### src/set_assoc_lru_cache_tags_defines.svh
// Assertion macros for the LRU cache tag store.
// Needs clk and rst_n in the scope of each use.
`ifndef SET_ASSOC_LRU_CACHE_TAGS_DEFINES_SVH
`define SET_ASSOC_LRU_CACHE_TAGS_DEFINES_SVH

`ifndef SYNTH
`define SLC_ASSERT_IMP(lbl, ante, cons) \
  lbl: assert property (@(posedge clk) disable iff (!rst_n) (ante) |-> (cons)) \
    else $error("slc assertion failed");
`define SLC_ASSERT_NEXT(lbl, ante, cons) \
  lbl: assert property (@(posedge clk) disable iff (!rst_n) (ante) |=> (cons)) \
    else $error("slc assertion failed");
`else
`define SLC_ASSERT_IMP(lbl, ante, cons)
`define SLC_ASSERT_NEXT(lbl, ante, cons)
`endif

`endif

### src/slc_ram.sv
// Generic single-write, single-read RAM with registered read data.
// No dependencies.
`timescale 1ns / 1ps

module slc_ram #(
  parameter int WIDTH = 8,
  parameter int DEPTH = 16
) (
  input  logic                             clk,
  input  logic                             wr_en,
  input  logic [$clog2(DEPTH)-1:0]         wr_addr,
  input  logic [WIDTH-1:0]                 wr_data,
  input  logic                             rd_en,
  input  logic [$clog2(DEPTH)-1:0]         rd_addr,
  output logic [WIDTH-1:0]                 rd_data
);

  logic [WIDTH-1:0] mem [DEPTH];
  logic [WIDTH-1:0] rd_data_r;

  always_ff @(posedge clk) begin
    if (wr_en) begin
      mem[wr_addr] <= wr_data;
    end
    if (rd_en) begin
      rd_data_r <= mem[rd_addr];
    end
  end

  assign rd_data = rd_data_r;

endmodule

### config.mk
export PLATFORM = sky130hd
export DESIGN_NAME = slc_ram
export DESIGN_NICKNAME = d
export VERILOG_FILES = /design/src/set_assoc_lru_cache_tags_defines.svh /design/src/slc_ram.sv
export SDC_FILE = /design/constraint.sdc
export NUM_CORES = 1
export LEC_CHECK = 0
export ABC_AREA = 0
export BUFFER_PORTS_ARGS = -buffer_cell sky130_fd_sc_hd__buf_2
export CORE_MARGIN = 2
export CORE_UTILIZATION = 54
export CTS_CLUSTER_SIZE = 24
export DETAILED_ROUTE_END_ITERATION = 8
export HOLD_SLACK_MARGIN = 0.06
export PLACE_DENSITY = 0.74
export RECOVER_POWER = 25
export SLEW_MARGIN = 20
export SYNTH_ARGS = -nofsm -noshare
export SYNTH_HDL_FRONTEND = slang
export SYNTH_SLANG_ARGS = --single-unit
export TNS_END_PERCENT = 1
### constraint.sdc
create_clock -name clk -period 1.4 [get_ports clk]
set_input_delay 0.07 -clock clk [delete_from_list [all_inputs] [get_ports clk]]
set_output_delay 0.07 -clock clk [all_outputs]
set_load 0.03 [all_outputs]
==> flow_metrics.tcl, run 1 <==
set metrics [dict create \
    die_h_um 102 \
    antenna_found_initial 0 \
    r2r_slack_ns -0.01 \
    routabilityCongestion 0.769 \
    min_from "wr_addr[0]" \
    fin_nets 316 \
    status "finished, violations left" \
    cts_inserted_buffers 17 \
    die-width_um 102 \
    hold_viol_final 0 \
    min_path_type "in2reg" \
    crit_path_end_kind "flip-flop" \
    overflow 0 \
    syn2layout_area_growth_pct 20.1 \
    synth_seq_cells 136 \
    grt_max_degree 17 \
    hold_path_end "mem[0][3]" \
    max_slew_margin 0.367 \
    synth_cell_types 18 \
    total_power_mw 9.23 \
    hold_ws_ns 0.120 \
    setup_viol 2 \
    start_util 0.560 \
    core-area_mm2 0.00933 \
    drtAntennaViolNets 0 \
    tightest_slew_ns 0.946 \
    cts_tree "done" \
    stdcell_area_mm2 0.00628 \
    grt_usage 0.213 \
    r2r_start "mem[11][7]" \
    via_per_inst 5.85 \
    drv_cap 0 \
    synth_common_cells "edfxtp_1, mux4_2, a22oi_1" \
    clk_pin_slew_ns 0.06 \
    syn_nets 248 \
    crit_start "mem[11][7]" \
    r2r_end "rd_data[7]" \
    leakagePower_nw 2.07 \
    placed_area_mm2 0.00566 \
    critPathRequiredTime_ns 1.66 \
    port-buffer-count 26 \
    ioPinCount 27 \
    yosysTopAreaCell "edfxtp_1" \
    cp_max_fo 1 \
    dp_hpwl_um 6470 \
    worstRegToRegCells 3 \
    ys_seq_area_frac 0.781 \
    rsz0062_at_grt "true" \
    clock_path_buffers 2 \
    grt_pass1_vias 2654 \
    period_share 1.01 \
    ir_worst_vdd_mv 1.06 \
    drc 0 \
    synth_ff_type "edfxtp_1" \
    timing.final.crit_period_ns 1.41 \
    synth_top_area_share 0.781 \
    violations "setup timing" \
    path_class "reg2reg" \
    num_rows 35 \
    first_pass_iters 4 \
    vias 2566 \
    synth_most_common_cell "edfxtp_1" \
    wirelength_um 10000 \
    finalWorstSetupSlack_ns -0.0124 \
    htreeDepth 4 \
    arrival_ns 1.67 \
    syn_avg_cell_area_um2 22.8 \
    start_kind "flip-flop" \
    worstSkewPairLatency_ns 0.51 \
    wire_per_inst_um 22.8 \
    grt_pass1_wl_um 15200 \
    fmax_mhz 708 \
    cts_sinks 136 \
    slew_viol_final 0 \
    fin_worst_skew_ns 0.00682 \
    synth.area.top_cells "edfxtp_1, mux4_2, mux4_1" \
    drive_above_1_share 0.348 \
    synth_area_mm2 0.00523 \
    p_per_area_mw_per_mm2 1470 \
    die_area_mm2 0.0105 \
    syn_inst 229 \
    initialDrtViolationCount 272 \
    holdPathStages 3 \
    cts_root_buffer "clkbuf_8" \
    synth_edf_count 136 \
    synthArstFlopShare 0 \
    antenna_cells_inserted 0 \
    yosys_warnings 0 \
]
[report_power, final]
group	internal, mW	leakage, nW	switching [mW]
Sequential	4.59	1.24	0.0287
Clock	2.50	0.257	1.60
Combinational	0.218	0.572	0.288
[routing by layer]
metal,GRT usage,vias to the layer above,routed length [um]
met3,0.0691,17,684
met4,0.0882,0,240
li1,-,1102,-
met2,0.345,124,5020
met5,0,-,0
met1,0.269,1323,4080
[how the worst max path moves through the flow]
stage | endpoint | cells after the start | slack [ns]
finish | rd_data[7] | 3 | -0.01
global route | rd_data[7] | 3 | -0.05
CTS | rd_data[5] | 3 | -0.03
detailed placement | rd_data[4] | 5 | -0.23
global placement | rd_data[3] | 5 | -0.23
floorplan | rd_data[1] | 5 | 0.05
[per-stage QoR]
step	worst slack, ns	instances	util	setup TNS, ns
floorplan	0.0476	229	-	0
global placement	-0.228	398	0.606	-1.61
detailed placement	-0.233	398	0.606	-1.56
CTS	-0.0258	439	0.677	-0.0643
global route	-0.0451	439	0.673	-0.185
finish	-0.0124	439	0.673	-0.0162
[timing repair]
| item | CTS | global route |
|---|---|---|
| pin swaps | 7 | 8 |
| setup buffers | 0 | 0 |
| hold buffers | 9 | 0 |
| endpoints found under the hold margin | 136 | 0 |
| resized for setup | 12 | 9 |
| endpoints found under the setup margin | 8 | 8 |
[sequential cells by signal (all words and copies together), names as in the netlist]
name	cells
mem	128
rd_data	8
[cells in the final DEF, fill, tap and decap left out, types with 2 or more instances in the layout]
| cell | synthesis | layout |
|---|---|---|
| edfxtp_1 | 136 | 136 |
| mux4_2 | 18 | 28 |
| buf_2 | 3 | 25 |
| clkbuf_16 | 0 | 16 |
| nor2_1 | 13 | 13 |
| buf_4 | 1 | 12 |
| a22oi_2 | 0 | 11 |
| clkbuf_1 | 0 | 11 |
| nand2_1 | 9 | 9 |
| dlygate4sd3_1 | 0 | 9 |
| a22oi_1 | 16 | 5 |
| mux4_1 | 14 | 4 |
| clkinv_1 | 0 | 4 |
| clkinvlp_4 | 0 | 4 |
| nor3_1 | 4 | 3 |
| buf_12 | 0 | 3 |
| nand3b_1 | 2 | 2 |
| nand2b_1 | 2 | 2 |
| bufinv_16 | 0 | 2 |
| clkinv_2 | 0 | 2 |
[cell type report]
cell class,instances,area (um^2)
well taps,129,161
clock inverters,14,133
flip-flops and latches,136,4080
clock buffers,18,418
repair buffers,59,403
multi-input cells,83,1080
fillers,598,3050
[critical path, cell delays in order (launching register included)]
cell	delay, ns
edfxtp_1	0.36
mux4_2	0.48
a22oi_2	0.25
nand2_1	0.08
[kinds of logic (layout without fill, tap and decap cells)]
family	count (synthesis)	in the layout	share of synthesized area
AO/OA/AOI/OAI	16	16	0.0230
flip-flops	136	136	0.781
multiplexers	32	32	0.148
buffers and inverters	10	91	0.0165
AND/OR/NAND/NOR	35	35	0.0314
No activity file was read; power rests on OpenSTA's default activity.
==> run 2, diff against run 1 <==
==> constraint.sdc (replaced) <==
create_clock -name clk -period 1.4 [get_ports clk]
set_input_delay 0.28 -clock clk [delete_from_list [all_inputs] [get_ports clk]]
set_output_delay 0.28 -clock clk [all_outputs]
set_load 0.03 [all_outputs]
==> run 2 against run 1 <==
Compared with the run above:
- the run still ends with setup timing left
- power decreased by 0.71%
- non-clock buffer count down 10
- utilization down 0.64 points
- largest cell class unchanged
- largest power group unchanged
- critical path type unchanged
- clock-buffer cell count is 1 lower
- clock power down 1%
- hold slack better by 0.021 ns
==> flow_metrics.tcl, run 2 (synthesis results as in run 1) <==
set metrics [dict create \
    vias 2474 \
    r2r_slack_ns -0.04 \
    largest-register "mem" \
    dpl_worst_slack_ns -0.429 \
    layout_commonest_cell "edfxtp_1" \
    placed_area_mm2 0.00563 \
    port-buffer-count 26 \
    grt_usage 0.206 \
    holdPathStages 1 \
    drtAntennaViolNets 0 \
    antenna_cells_inserted 0 \
    routabilityCongestion 0.723 \
    setup_viol 2 \
    largest_register_ffs 128 \
    crit_path_end_kind "flip-flop" \
    antenna_found_initial 0 \
    num_rows 35 \
    timing.final.crit_period_ns 1.44 \
    cts_setup_buffers 0 \
    drc 0 \
    cts_tree "done" \
    grt_pass1_wl_um 14700 \
    cts_root_buffer "clkbuf_8" \
    p_per_area_mw_per_mm2 1470 \
    cp_max_fo 1 \
    critPathRequiredTime_ns 1.65 \
    syn2layout_area_growth_pct 19.0 \
    clock_path_buffers 2 \
    slew_viol_final 0 \
    cts_inserted_buffers 17 \
    status "finished, violations left" \
    total_power_mw 9.17 \
    die_area_mm2 0.0105 \
    path_class "reg2reg" \
    crit_start "mem[11][2]" \
    max_slew_margin 0.467 \
    stdcell_area_mm2 0.00622 \
    final_cell_mix "edfxtp_1, mux4_2, buf_2, buf_4, clkbuf_16" \
    period_share 1.03 \
    hold_path_end "rd_data[7]" \
    finalWorstSetupSlack_ns -0.0374 \
    start_kind "flip-flop" \
    violations "setup timing" \
    fin_nets 306 \
    grt_pass1_vias 2550 \
    ir_worst_vdd_mv 0.782 \
    grt_max_degree 22 \
    tightest_slew_ns 0.796 \
    min_from "rd_en" \
    drv_cap 0 \
    wire_per_inst_um 22.1 \
    fmax_mhz 696 \
    first_pass_iters 4 \
    fillers 585 \
    core-area_mm2 0.00933 \
    clk_pin_slew_ns 0.06 \
    start_util 0.560 \
    die-width_um 102 \
    fin_worst_skew_ns 0.00607 \
    r2r_end "rd_data[2]" \
    cts_sinks 136 \
    die_h_um 102 \
    rsz0062_at_grt "true" \
    dp_hpwl_um 6010 \
    ioPinCount 27 \
    hold_viol_final 0 \
    arrival_ns 1.69 \
    r2r_start "mem[11][2]" \
    htreeDepth 4 \
    worstSkewPairLatency_ns 0.51 \
    via_per_inst 5.77 \
    initialDrtViolationCount 189 \
    worstRegToRegCells 3 \
    drive_above_1_share 0.373 \
    leakagePower_nw 2.06 \
    min_path_type "in2reg" \
    wirelength_um 9500 \
    overflow 0 \
]
[run 2: metal layers]
metal,vias up,GRT usage,part of all wire
met5,-,0,0
met4,0,0.0933,0.015
met3,8,0.0554,0.061
met2,85,0.312,0.50
met1,1289,0.285,0.42
li1,1092,-,-
[run 2: cell type report]
cell class	instances	area, um^2	area share
flip-flops and latches	136	4080	0.657
multi-input cells	83	1060	0.170
clock buffers	17	414	0.0666
repair buffers	49	359	0.0577
well taps	129	161	0.0260
clock inverters	15	140	0.0225
[run 2: worst max-delay path, stage by stage (launching register included)]
cell      delay (ns)
edfxtp_1        0.39
mux4_2          0.53
a22oi_2         0.18
nand2_1         0.08
[run 2: power breakdown]
group | total (mW) | internal (mW) | switching [mW]
registers | 4.62 | 4.59 | 0.0264
logic | 0.488 | 0.207 | 0.280
clock network | 4.07 | 2.38 | 1.68
[run 2: how the worst max path moves through the flow]
| stage | endpoint | slack [ns] | cells past startpoint |
|---|---|---|---|
| final | rd_data[2] | -0.04 | 3 |
| after detailed placement | rd_data[0] | -0.43 | 5 |
| after global placement | rd_data[7] | -0.40 | 5 |
| after floorplan | mem[3][0] | -0.15 | 2 |
| after CTS | rd_data[2] | -0.04 | 3 |
| after global routing | rd_data[2] | -0.07 | 3 |
[run 2: repair_timing]
action,CTS,global route
gates resized for setup,11,3
hold buffers,0,0
pin swaps,0,4
endpoints found under the setup margin,7,11
[run 2: per-stage QoR]
stage | TNS [ns] | cells | util | hold slack, ns
after detailed placement | -8.01 | 397 | 0.604 | 0.659
after CTS | -0.101 | 429 | 0.668 | 0.117
after global routing | -0.336 | 429 | 0.667 | 0.114
after floorplan | -6.69 | 229 | - | 0.379
final | -0.0535 | 429 | 0.667 | 0.141
after global placement | -6.49 | 397 | 0.604 | 0.664
