[config.mk]
export PLATFORM = sky130hd
export DESIGN_NAME = slc_step
export DESIGN_NICKNAME = d
export VERILOG_FILES = /design/src/set_assoc_lru_cache_tags_defines.svh /design/src/slc_pkg.sv /design/src/slc_step.sv
export SDC_FILE = /design/constraint.sdc
export NUM_CORES = 1
export LEC_CHECK = 0
export ABC_AREA = 1
export BUFFER_PORTS_ARGS = -buffer_cell sky130_fd_sc_hd__buf_4
export CAP_MARGIN = 15
export CORE_AREA = 2 2 75 77
export DETAILED_ROUTE_END_ITERATION = 12
export DIE_AREA = 0 0 77 79
export PLACE_DENSITY = 0.77
export SYNTH_ARGS = -nofsm -noshare
export SYNTH_HDL_FRONTEND = slang
export SYNTH_SLANG_ARGS = --single-unit
[constraint.sdc]
create_clock -name vclk -period 2.2
set_clock_uncertainty 0.2 [all_clocks]
set_input_delay 0.33 -clock vclk [all_inputs]
set_output_delay 0.33 -clock vclk [all_outputs]
set_load 0.005 [all_outputs]
[src/set_assoc_lru_cache_tags_defines.svh]
// Assertion macros for the LRU cache tag store.
// Needs clk and rst_n in the scope of each use.
`ifndef SET_ASSOC_LRU_CACHE_TAGS_DEFINES_SVH
`define SET_ASSOC_LRU_CACHE_TAGS_DEFINES_SVH

`ifndef SYNTH
`define SLC_ASSERT_IMP(lbl, ante, cons) \
  lbl: assert property (@(posedge clk) disable iff (!rst_n) (ante) |-> (cons)) \
    else $error("slc assertion failed");
`define SLC_ASSERT_NEXT(lbl, ante, cons) \
  lbl: assert property (@(posedge clk) disable iff (!rst_n) (ante) |=> (cons)) \
    else $error("slc assertion failed");
`else
`define SLC_ASSERT_IMP(lbl, ante, cons)
`define SLC_ASSERT_NEXT(lbl, ante, cons)
`endif

`endif

[src/slc_pkg.sv]
// Shared constants and types of the LRU cache tag store.
// No dependencies.
`timescale 1ns / 1ps

package slc_pkg;

  localparam int WAYS         = 4;
  localparam int INDEX_BITS   = 8;
  localparam int OFFSET_BITS  = 5;
  localparam int ADDR_BITS    = 32;
  localparam int TAG_BITS     = ADDR_BITS - OFFSET_BITS - INDEX_BITS;
  localparam int STAMP_BITS   = 32;
  localparam int SETS         = 1 << INDEX_BITS;
  localparam int WAY_BITS     = (WAYS > 1) ? $clog2(WAYS) : 1;
  localparam int WAY_OUT_BITS = 2;

  typedef struct packed {
    logic                  valid;
    logic                  dirty;
    logic [TAG_BITS-1:0]   tag;
    logic [STAMP_BITS-1:0] stamp;
  } line_t;

  typedef line_t [WAYS-1:0] row_t;

  localparam int ROW_BITS = $bits(row_t);

  // running state of the per-way scan
  typedef struct packed {
    logic                  hit_found;
    logic [WAY_BITS-1:0]   hit_way;
    logic                  inv_found;
    logic [WAY_BITS-1:0]   inv_way;
    logic [WAY_BITS-1:0]   lru_way;
    logic [STAMP_BITS-1:0] lru_stamp;
  } scan_t;

  typedef struct packed {
    logic                    hit;
    logic [WAY_OUT_BITS-1:0] way;
    logic                    evicted;
    logic                    writeback;
  } result_t;

endpackage

[src/slc_step.sv]
// One scan step over a single way: tag match, first invalid, oldest stamp.
// Depends on slc_pkg.
`timescale 1ns / 1ps

module slc_step (
  input  logic [slc_pkg::WAY_BITS-1:0] way,
  input  slc_pkg::line_t               line,
  input  logic [slc_pkg::TAG_BITS-1:0] tag,
  input  slc_pkg::scan_t               scan_in,
  output slc_pkg::scan_t               scan_out
);

  logic match;
  logic older;

  assign match = line.valid && (line.tag == tag);
  // way 0 seeds the minimum; later ways replace only on strictly smaller
  assign older = (way == '0) || (line.stamp < scan_in.lru_stamp);

  always_comb begin
    scan_out = scan_in;
    if (match && !scan_in.hit_found) begin
      scan_out.hit_found = 1'b1;
      scan_out.hit_way   = way;
    end
    if (!line.valid && !scan_in.inv_found) begin
      scan_out.inv_found = 1'b1;
      scan_out.inv_way   = way;
    end
    if (older) begin
      scan_out.lru_way   = way;
      scan_out.lru_stamp = line.stamp;
    end
  end

endmodule
==> summary.md, run 1 <==
| Metric | Value |
|---|---|
| First-pass GRT wire length | ~10 mm |
| Slew Viols, Final | 0 |
| Power Internal | 0.5032 mW |
| RSZ-0062 raised after global routing | true |
| Clock power frac | 0% |
| Part of the power in combinational logic | 100.0% |
| Crit path kind | input pin to output pin |
| Area leader, netlist | nand2_1 |
| Residual DRC count | 0 |
| CLK BUF | 0 |
| Worst rel slew slack | around 80% |
| Vias in the first global route | roughly 2600 |
| Total grt overflow | 0 |
| Crit Path Max Fanout | 6 |
| Pwr Total | between 0.9 and 1 mW |
| Final period util | 111.1% |
| Switching power | approximately 0.41 mW |
| Worst Tran Pin Value | 0.3039 ns |
| Sequential element share of the synthesized area | 0% |
| Area grow syn2layout | 116.3% |
| # hold bufs at CTS | 0 |
| Worst hold path type | input pin to output pin |
| First-pass DRT Iterations | 4 |
| Seq cells | 0 |
| Die area | between 6000 and 7000 um2 |
| Buffers & Inverters on Critical Path | 4 |
| Port Buffers | around 150 |
| Final hold vios | 0 |
| Die Wd | ~77 um |
| Switching part of the total power | ~45% |
| Fin Hold WS | around 0.72 ns |
| Initial antenna violation count | 0 |
| Status | complete, but fails checks |
| Routability-driven placement congestion ratio | between 0.7 and 0.8 |
| WL/cell | approximately 12 um |
| Drt initial violations | between 50 and 60 |
| # diodes | 0 |
| Nets@finish | roughly 630 |
| Hold Path Origin | scan_in[36] |
| Startpoint types | input pin |
| Delay-heaviest family, CP | simple AND/OR/NAND/NOR gates |
| Post-place setup slack | -0.2306 ns |
| Overall via count from detail_route | 2654 |
| Total GRT Usage | 19.42% |
| Cell Count, Final, Fillers Out | roughly 550 |
| Via density per instance | ~4.8 |
| Violated checks | setup timing |
| Tmin final | about 2.4 ns |
| Synthesized netlist cell count | 326 |
| P_leak | about 2 nW |
| CP max-delay cell | ha_4 |
| I/O pin cnt | 154 |
| Layout cell share with drive strength beyond 1 | 56.43% |
| DP Wirelength | ~5 mm |
| Pwr per Cell Area | approximately 250 nW/um2 |
| Final Setup Violations | 34 |
| Largest net degree at the start of global routing | 23 |
| Antenna-violating nets left | 0 |
| CP startpoint | scan_in[29] |
| Placed Area | about 2900 um2 |
| Register Area | 0 um2 |
| Filler Cells Inserted | 480 |
| CP Cell Sequence | buf_4 -> inv_4 -> ha_4 -> a21oi_2 -> nor2_1 -> nor2_1 -> nand3_2 -> a21oi_2 -> nand2_4 -> nand2_8 -> clkbuf_16 -> nand2_1 -> nand2_1 -> buf_4 |
| Count of cell types in the netlist | 19 |
| Yosys top cell area share | 26.50% |
| Max stage delay on crit path | ~0.19 ns |
| Final Worst Setup Slack | -0.2438 ns |
| Required @ worst endpoint | between 1.5 and 2 ns |
| Mean post-synth cell area | around 5.2 um2 |
| Placed cell count | approximately 550 |
| Die height | 79 um |
| Synthesized area | between 1500 and 2000 um2 |
| Yosys warnings | 0 |
| Design Area, Final | about 3600 um2 |
| Crit path DAT | between 1.5 and 2 ns |
| Initial Util | approximately a third |
| Row count | 27 |
| Routed Wire Length | about 7 mm |
| Core area | roughly 5300 um2 |
| Fmax | roughly 0.4 GHz |
| Peak supply drop | roughly 0.00014 V |
| Top cells by area, synth | nand2_1, ha_1, inv_1, nand3_1, a21oi_1 |
| Mapped Nets | roughly 470 |
| Max Cap Viol | 0 |
| CP endpoint kind | output pin |
| Share of power burned in registers | 0% |
cells by family (layout without fill, tap and decap cells):
group | Yosys count | count (layout) | synth area share (%)
and+or+nand+nor | 190 | 190 | 47.66
buffers and inverters | 70 | 226 | 17.59
adders and majority gates | 31 | 31 | 23.01
AOI/OAI and AO/OA | 31 | 31 | 9.651
xor gates and xnor gates | 4 | 4 | 2.078
worst min-delay path, stage by stage:
cell     delay, ns
buf_4         0.08
inv_1         0.03
nand2_1       0.05
buf_4         0.10
stage by stage:
step	setup TNS [ns]	utilization, %
3_3_place_gp	-6.937	55.25
5_1_grt	-9.860	68.28
6_report	-6.249	68.28
2_1_floorplan	0	-
3_5_place_dp	-6.836	55.25
4_1_cts	-5.905	61.13
what timing repair did:
item / in CTS / in global routing
resized for setup: 69 / 80
cloned: 2 / 1
setup endpoints to repair: 34 / 36
buffers inserted: 1 / 0
pin swaps: 24 / 33
synthesized netlist by cell type:
library cell	n
nor2_1	18
o21ai_0	10
buf_4	3
buf_6	3
a21oi_2	1
a21oi_1	15
o22ai_1	3
inv_1	61
nand4_1	5
or2_2	3
ha_1	31
clkbuf_1	3
nor4_1	1
nand2_4	2
o21ai_1	2
nor3_1	3
nand3_1	39
xor2_1	4
nand2_1	119
layout make-up:
| class | instances | area [um2] | share of cell area [%] |
|---|---|---|---|
| Timing Repair Buffer | 165 | 1414 | 38.79 |
| Tap cell | 72 | 90.09 | 2.472 |
| Inverter | 61 | 241.5 | 6.625 |
| Multi-Input combinational cell | 256 | 1899 | 52.11 |
worst paths after layout:
| path | endpoint | cells past startpoint |
|---|---|---|
| max | scan_out[14] | 14 |
| min | scan_out[36] | 4 |
power by group through the flow:
stage	combinational (mW)	clock (mW)	sequential [mW]
2_1_floorplan	0.305	0	0
3_3_place_gp	0.669	0	0
3_5_place_dp	0.683	0	0
4_1_cts	0.790	0	0
5_1_grt	1.00	0	0
6_report	0.911	0	0
layer usage:
layer | track usage, % | up-vias | wire length (um)
met1 | 20.75 | 1193 | 2428
met4 | 2.321 | 0 | 70
met5 | 0 | - | 0
met2 | 40.70 | 102 | 3884
met3 | 2.955 | 8 | 441
li1 | - | 1351 | -
cells in the final DEF (no fill, tap or decap), drive strengths merged:
cell	n
clkbuf	1
a21oi	16
o22ai	3
nand4	5
nand3	39
ha	31
xor2	4
nor3	3
inv	61
or2	3
nand2	121
buf	164
nor2	18
o21ai	12
nor4	1
No activity file was read; power rests on OpenSTA's default activity.
==> inputs of run 2 (changes only) <==
Settings changed: CORE_AREA 2 2 75 77 to 2 2 69 84, DIE_AREA 0 0 77 79 to 0 0 71 86, PLACE_DENSITY 0.77 to 0.76.
==> run 2 against run 1 <==
Net effect:
- the run still ends with setup timing left
- first-iteration DRC count up 17%
- sequential cell count is the same
- critical path depth down 1
- die area is 0.38% higher
- global-route usage is 4.3 points higher
- core utilization is 4.8 points higher
- clock-buffer cell count unchanged
- final area increased by 5.5%
==> summary.md, run 2 (synthesis results as in run 1) <==
| Metric | Value |
|---|---|
| Status | complete, but fails checks |
| Violated checks | setup timing |
| Fmax | approximately 0.4 GHz |
| Worst Tran Pin Value | between 0.3 and 0.4 ns |
| Peak supply drop | 0.0001443 V |
| Total negative slack | -9.258 ns |
| Nets@finish | between 600 and 700 |
| Row count | 29 |
| Required @ worst endpoint | about 1.7 ns |
| CP endpoint kind | output pin |
| Max Cap Viol | 0 |
| Pwr Total | just over 1 mW |
| Area grow syn2layout | 128.2% |
| I/O pin cnt | 154 |
| Worst hold path type | input pin to output pin |
| Routed Wire Length | between 8 and 9 mm |
| Final Worst Setup Slack | -0.2933 ns |
| Drt initial violations | between 60 and 70 |
| Crit Path Max Fanout | 8 |
| Commonest cells after routing, fill and taps aside | buf_4, nand2_1, inv_1 |
| Layout cell share with drive strength beyond 1 | between 60% and 70% |
| P_leak | between 2 and 2.5 nW |
| Via density per instance | between 5 and 6 |
| Core area | between 5000 and 6000 um2 |
| Filler Cells Inserted | 428 |
| Slew Viols, Final | 0 |
| Startpoint types | input pin |
| Pwr per Cell Area | ~260 nW/um2 |
| Initial Util | approximately a third |
| Tmin final | approximately 2.5 ns |
| Worst rel slew slack | roughly 77% |
| Vias in the first global route | approximately 2900 |
| Largest net degree at the start of global routing | 20 |
| Routability-driven placement congestion ratio | 0.8140 |
| Die area | just over 6000 um2 |
| Most common cell after layout, fill and taps aside | buf_4 |
| Final period util | 113.3% |
| Total grt overflow | 0 |
| Residual DRC count | 0 |
| Total GRT Usage | a little under a quarter |
| DP Wirelength | 5.451 mm |
| Die height | around 86 um |
| Port Buffers | about 150 |
| Initial antenna violation count | 0 |
| CLK BUF | 0 |
| RSZ-0062 raised after global routing | true |
| WL/cell | roughly 15 um |
| Register Area | 0 um2 |
| Final hold vios | 0 |
| Overall via count from detail_route | about 2800 |
| Final Setup Violations | 34 |
| Die Wd | 71 um |
| First-pass DRT Iterations | 4 |
| Crit path DAT | approximately 2.0 ns |
| Antenna-violating nets left | 0 |
| Seq cells | 0 |
| First-pass GRT wire length | about 12 mm |
| Crit path kind | input pin to output pin |
| # diodes | 0 |
==> run 2: per-stage QoR <==
stage	instance area (um2)	util [%]	setup slack [ns]	std cells	hold WS (ns)
global placement	2944	55.96	-0.2514	542	0.7080
finish	3846	73.10	-0.2933	549	0.7188
global route	3846	73.10	-0.3936	549	0.7381
CTS	3552	67.51	-0.2379	550	0.7185
floorplan	1685	-	0.1210	326	0.5054
detailed placement	2944	55.96	-0.2601	542	0.7146
==> run 2: worst paths after layout <==
check / cells past startpoint / end / startpoint / slack, ns
setup / recovery: 13 / scan_out[28] / line[9] / -0.29
hold / removal: 4 / scan_out[36] / scan_in[36] / 0.72
==> run 2: cell type report <==
| class | instances | area, um2 | share of cell area [%] |
|---|---|---|---|
| multi-input combinational | 256 | 1992 | 51.79 |
| timing repair buffer | 170 | 1540 | 40.05 |
| inverter | 61 | 236.5 | 6.148 |
| tap | 62 | 77.57 | 2.017 |
==> run 2: what timing repair did <==
action	CTS	global route
gates resized for setup	94	84
pin swaps	43	41
hold buffers	0	0
setup buffers	4	0
endpoints found under the setup margin	35	36
cloned	4	0
==> run 2: power breakdown <==
group          internal [mW]  switching (mW)
Combinational          0.560           0.450
Sequential                 0               0
Clock                      0               0
Total                  0.560           0.450
==> run 2: layer usage <==
layer  GRT usage (%)  wire [um]  vias up
li1                -          -     1354
met1           26.35       2994     1273
met2           47.83       4408      133
met3           2.938        513       10
met4           3.945        102        0
met5               0          0        -
==> run 2: critical path, cell delays in order <==
cell and delay (ns):
buf_4 0.12, ha_1 0.31, a21oi_2 0.15, o21ai_2 0.10, a21oi_2 0.15, nand2_2 0.08, nand2_2 0.08, nand2_4 0.09
buf_12 0.16, buf_12 0.14, nand3_2 0.06, nand2_1 0.05, buf_4 0.13
